## config.mk

```make
export PLATFORM = sky130hd
export DESIGN_NAME = tvc_ctrl
export DESIGN_NICKNAME = d
export VERILOG_FILES = /design/src/hdl/tvc_pkg.sv /design/src/hdl/tvc_ctrl.sv
export SDC_FILE = /design/constraint.sdc
export NUM_CORES = 1
export LEC_CHECK = 0
export BUFFER_PORTS_ARGS = -buffer_cell sky130_fd_sc_hd__buf_2
export CORE_AREA = 2 2 39 41
export CTS_CLUSTER_DIAMETER = 200
export CTS_CLUSTER_SIZE = 24
export DETAILED_ROUTE_END_ITERATION = 8
export DIE_AREA = 0 0 41 43
export GPL_TIMING_DRIVEN = 0
export PLACE_DENSITY_LB_ADDON = 0.2
export SYNTH_ARGS = -nofsm -noshare
export SYNTH_HDL_FRONTEND = slang
export SYNTH_SLANG_ARGS = --single-unit
```

## constraint.sdc

```tcl
create_clock -name aclk -period 2.12 [get_ports aclk]
set_clock_uncertainty 0.1 [all_clocks]
set_input_delay 0.106 -clock aclk [delete_from_list [all_inputs] [get_ports aclk]]
set_output_delay 0.106 -clock aclk [all_outputs]
set_load 0.05 [all_outputs]
```

## src/hdl/tvc_pkg.sv

```systemverilog
`timescale 1ns / 1ps
`default_nettype none

package tvc_pkg;

    localparam int SLOT_COUNT = 64;
    localparam int IDX_W      = (SLOT_COUNT > 1) ? $clog2(SLOT_COUNT) : 1;
    localparam int CNT_W      = $clog2(SLOT_COUNT + 1);

    localparam int TTL_W = 63;
    localparam logic [TTL_W-1:0] TTL_RESET = 63'd3000000000;

    localparam logic [1:0] OP_LOOKUP = 2'd0;
    localparam logic [1:0] OP_RECORD = 2'd1;
    localparam logic [1:0] OP_CLEAR  = 2'd2;

    typedef enum logic [1:0] {
        ST_IDLE,
        ST_SCAN,
        ST_WRITE,
        ST_RESP
    } tvc_state_t;

    typedef struct packed {
        logic [31:0] source;
        logic [31:0] target;
        logic [63:0] created;
        logic [31:0] rights;
        logic [63:0] granted;
    } tvc_entry_t;

    typedef struct packed {
        logic load;
        logic scan;
        logic write;
        logic resp_push;
    } tvc_cmd_t;

    typedef struct packed {
        logic scan_done;
        logic is_record;
        logic out_free;
    } tvc_status_t;

endpackage

`default_nettype wire

```

## src/hdl/tvc_ctrl.sv

```systemverilog
`timescale 1ns / 1ps
`default_nettype none

module tvc_ctrl (
    input  wire logic               aclk,
    input  wire logic               aresetn,
    input  wire logic               s_valid,
    input  wire logic [1:0]         s_opcode,
    output logic                    s_ready,
    input  wire tvc_pkg::tvc_status_t status,
    output tvc_pkg::tvc_cmd_t       cmd
);

    tvc_pkg::tvc_state_t state_reg;
    tvc_pkg::tvc_state_t state_next;

    always_ff @(posedge aclk) begin
        if (!aresetn) begin
            state_reg <= tvc_pkg::ST_IDLE;
        end else begin
            state_reg <= state_next;
        end
    end

    always_comb begin
        state_next = state_reg;
        unique case (state_reg)
            tvc_pkg::ST_IDLE: begin
                if (s_valid) begin
                    if (s_opcode == tvc_pkg::OP_LOOKUP || s_opcode == tvc_pkg::OP_RECORD) begin
                        state_next = tvc_pkg::ST_SCAN;
                    end else begin
                        state_next = tvc_pkg::ST_RESP;
                    end
                end
            end
            tvc_pkg::ST_SCAN: begin
                if (status.scan_done) begin
                    state_next = status.is_record ? tvc_pkg::ST_WRITE : tvc_pkg::ST_RESP;
                end
            end
            tvc_pkg::ST_WRITE: begin
                state_next = tvc_pkg::ST_RESP;
            end
            tvc_pkg::ST_RESP: begin
                if (status.out_free) begin
                    state_next = tvc_pkg::ST_IDLE;
                end
            end
            default: begin
                state_next = tvc_pkg::ST_IDLE;
            end
        endcase
    end

    always_comb begin
        s_ready       = 1'b0;
        cmd.load      = 1'b0;
        cmd.scan      = 1'b0;
        cmd.write     = 1'b0;
        cmd.resp_push = 1'b0;
        unique case (state_reg)
            tvc_pkg::ST_IDLE: begin
                s_ready  = 1'b1;
                cmd.load = s_valid;
            end
            tvc_pkg::ST_SCAN: begin
                cmd.scan = 1'b1;
            end
            tvc_pkg::ST_WRITE: begin
                cmd.write = 1'b1;
            end
            tvc_pkg::ST_RESP: begin
                cmd.resp_push = status.out_free;
            end
            default: begin
                s_ready = 1'b0;
            end
        endcase
    end

endmodule

`default_nettype wire

```

==> results by group <==
Timing
  – Number of endpoints with negative hold slack in the final report: 0
  – Final-report setup violation count: 0
  – Final worst-path cycle share: 80.1%
  – Worst slew margin relative to its limit: 80.8%
  – Setup repair after global routing missed its margin: false
  – Achievable clock frequency: 0.589 GHz
  – Min Clock Period, post-route: 1.70 ns
  – Final number of max-transition violations: 0
  – Total negative slack: 0 ns
  – Transition at the pin with the smallest max-transition slack: 0.289 ns

Synth
  – Number of unique standard cell types used by synthesis: 15
  – Compound-cell area share of the yosys netlist: 17.2%
  – Proportion of synthesized area in mux cells: 9.77%
  – Number of synthesis warnings: 0
  – Simple logic cell fraction of the synthesized area: 24.7%
  – Number of instances in the synthesized netlist: 23
  – Post-Syn Nets: 35
  – Post-synthesis share of cell area spent on full adders, half adders and majority gates: 23.0%
  – Sequential cell area fraction in the yosys report: 18.4%
  – Netlist Area Pre-Place: 218 um^2
  – Largest family of logic cells by synthesized area: simple AND/OR/NAND/NOR gates
  – Synth Area per Inst: 9.47 um^2
  – XOR/XNOR Fraction of Synth Area: 0%
  – Register bit total from synthesis: 2

Job
  – Max-cap viol count: 0

Worst setup path
  – Critical path data required time: 2.13 ns
  – Startpoint-to-endpoint class of the critical path: flip-flop to flip-flop
  – Endpoint kind of the worst setup timing path: flip-flop
  – Slowest cell on crit path: sky130_fd_sc_hd__dfxtp_1
  – Worst Path Buf+Inv: 1
  – Register-to-Register Setup Slack: 0.42 ns
  – Family with the most delay on the worst path: compound AO/OA/AOI/OAI gates
  – Worst endpoint data arrival time: 1.70 ns
  – Endpoint of the lowest-slack register-to-register path: state_reg[0]
  – Reg2Reg Depth: 5
  – R2r startpoint: state_reg[0]
  – Critical path, cell by cell: inv_1 > ha_1 > nand2b_4 > a2111o_1 > o2111a_1
  – Delay contributed by the slowest stage of the critical path: 0.45 ns
  – Worst-path maximum fanout: 6
  – Critical Path Source Type: flip-flop

Pwr
  – Leak pwr: 0.166 nW
  – Combinational Power Share: 67.9%
  – Share of power burned in the clock network: 16.2%
  – Total power divided by cell area: 1620 nW/um^2
  – Internal portion of total power: 0.238 mW
  – Flop pwr share: 16.0%
  – Net switching share of the total power: 53.3%
  – Worst VDD drop: 357 uV
  – Sum of internal, switching and leakage power: 0.511 mW
  – Sw Pwr: 0.273 mW

Layout
  – Synth-to-layout area growth: 44.8%
  – Top library cells by usage in the layout, fill and taps aside: sky130_fd_sc_hd__buf_2 (11), sky130_fd_sc_hd__ha_1 (4), sky130_fd_sc_hd__inv_1 (3), sky130_fd_sc_hd__clkbuf_4 (3)
  – Antenna Diode Count: 0
  – Share of cells above drive strength 1: 48.6%
  – # nets final: 51
  – Largest register FFs: 2
  – Count of non-filler cells in the finished layout: 53
  – Most common cell after layout, fill and taps aside: sky130_fd_sc_hd__buf_2

Clock tree
  – Clock sinks: 2
  – Skew-Pair Late Insertion Delay: 0.22 ns
  – Post-cts hold buffer count: 0
  – TritonCTS clock tree: yes
  – Number of buffers added for setup after CTS: 0
  – Number of cells upsized or downsized after cts: 0
  – Number of H-tree branching levels: 1
  – CTS Root Buffer Type: sky130_fd_sc_hd__clkbuf_4
  – Max Buffers Root-to-Sink: 2
  – Clock-pin slew on the worst setup and hold paths: 0.03 ns
  – Total clock buffers created by CTS: 3

Floorplanning
  – Number of top-level pins: 13
  – Placeable core region: 1380 um^2
  – Initial Utilization: 15.7%
  – Die area: 1760 um^2
  – Count of standard-cell rows: 14
  – Horizontal die dimension: 41 um
  – Vert. Die Dim: 43 um

Global route
  – Largest net degree at the start of global routing: 7
  – Number of global-route vias before repair: 198
  – GRT Overall Usage: 6.11%
  – Total grt overflow: 0
  – First-pass GRT wire length: 696 um
  – Number of antenna violations at the first check in global routing: 0

Routing
  – Vias: 190
  – Initial DRT Pass Iterations: 1
  – Count of antenna-violating nets left after detailed routing: 0
  – Drt drc: 0
  – Drt first-iter violations: 0
  – Wire length per cell: 8.38 um
  – Via density: 3.58
  – Drt total wl: 444 um

Placement
  – Placer Congestion: 0.568
  – Port Buffers: 11
  – Number of placed instances with taps included: 50

Min path
  – Type of the tightest min-delay check: input port to flip-flop
  – Endpoint of the worst hold-timing path: state_reg[0]
  – Hold Startpoint: aresetn
  – Number of cells on the worst hold path: 2

Status
  – Result of the run: completed
-- layer usage --
metal  wire [um]  vias up  track usage (%)  share of wire, %
li1            -      108                -                 -
met1         210       73             6.71                47
met2         180        9             7.81                41
met3          54        0             3.14                12
met4           0        0             6.00                 0
met5           0        -                0                 0
-- power by group through the flow --
stage / clock [mW] / combinational, mW / sequential [mW]
after floorplan: 0 / 0.297 / 0.0768
after global placement: 0 / 0.346 / 0.0826
after detailed placement: 0 / 0.352 / 0.0819
after CTS: 0.0900 / 0.352 / 0.0812
after global routing: 0.0922 / 0.375 / 0.0842
final: 0.0827 / 0.347 / 0.0815
-- cells by family after synthesis --
group | Yosys count
and+or+nand+nor | 8
muxes | 2
DFF | 2
AOI/OAI and AO/OA | 3
buffers and inverters | 4
adders and majority gates | 4
-- per-stage QoR --
stage	setup slack [ns]	hold slack, ns	utilization [%]	instance area, um^2
after floorplan	0.289	0.146	-	218
after global routing	0.324	0.0621	22.8	315
after global placement	0.432	0.279	21.2	293
after detailed placement	0.420	0.284	21.2	293
after CTS	0.413	0.0467	22.8	315
final	0.421	0.0587	22.8	315
-- Yosys cell counts --
| cell type | count | area share [%] |
|---|---|---|
| sky130_fd_sc_hd__a221oi_2 | 1 | 6.9 |
| sky130_fd_sc_hd__or3_1 | 1 | 2.9 |
| sky130_fd_sc_hd__nand2b_4 | 1 | 6.3 |
| sky130_fd_sc_hd__nand2_1 | 2 | 3.4 |
| sky130_fd_sc_hd__dfxtp_1 | 2 | 18 |
| sky130_fd_sc_hd__ha_1 | 4 | 23 |
| sky130_fd_sc_hd__inv_1 | 3 | 5.2 |
| sky130_fd_sc_hd__nor2b_1 | 2 | 5.7 |
| sky130_fd_sc_hd__mux2i_1 | 1 | 4.6 |
| sky130_fd_sc_hd__and2_1 | 1 | 2.9 |
| sky130_fd_sc_hd__o2111a_1 | 1 | 5.2 |
| sky130_fd_sc_hd__and2_2 | 1 | 3.4 |
| sky130_fd_sc_hd__a2111o_1 | 1 | 5.2 |
| sky130_fd_sc_hd__mux2_1 | 1 | 5.2 |
| sky130_fd_sc_hd__inv_2 | 1 | 1.7 |
-- worst reg2reg max path, delay by kind of cell (launching register included) --
| family | cells | cell delay (ns) |
|---|---|---|
| adder cells (fa/ha/maj) | 1 | 0.29 |
| buffers and inverters | 1 | 0.10 |
| AO/OA/AOI/OAI | 2 | 0.48 |
| flip-flops | 1 | 0.45 |
| AND/OR/NAND/NOR | 1 | 0.16 |
-- cell type report --
cell class / count / area [um^2]
clock buffer: 3 / 22.5
fill: 148 / 1070
inverter: 4 / 15.0
sequential: 2 / 40.0
tap: 16 / 20.0
multi-input combinational: 17 / 163
timing repair buffer: 11 / 55.1
-- worst max-delay path by stage --
stage | start | endpoint | slack (ns) | depth (start not counted)
after detailed placement | state_reg[0] | state_reg[0] | 0.42 | 5
after global routing | state_reg[0] | state_reg[0] | 0.32 | 5
after floorplan | state_reg[0] | state_reg[0] | 0.29 | 5
after global placement | state_reg[0] | state_reg[0] | 0.43 | 5
final | state_reg[0] | state_reg[0] | 0.42 | 5
after CTS | state_reg[0] | state_reg[0] | 0.41 | 5
No activity file was read; power rests on OpenSTA's default activity.
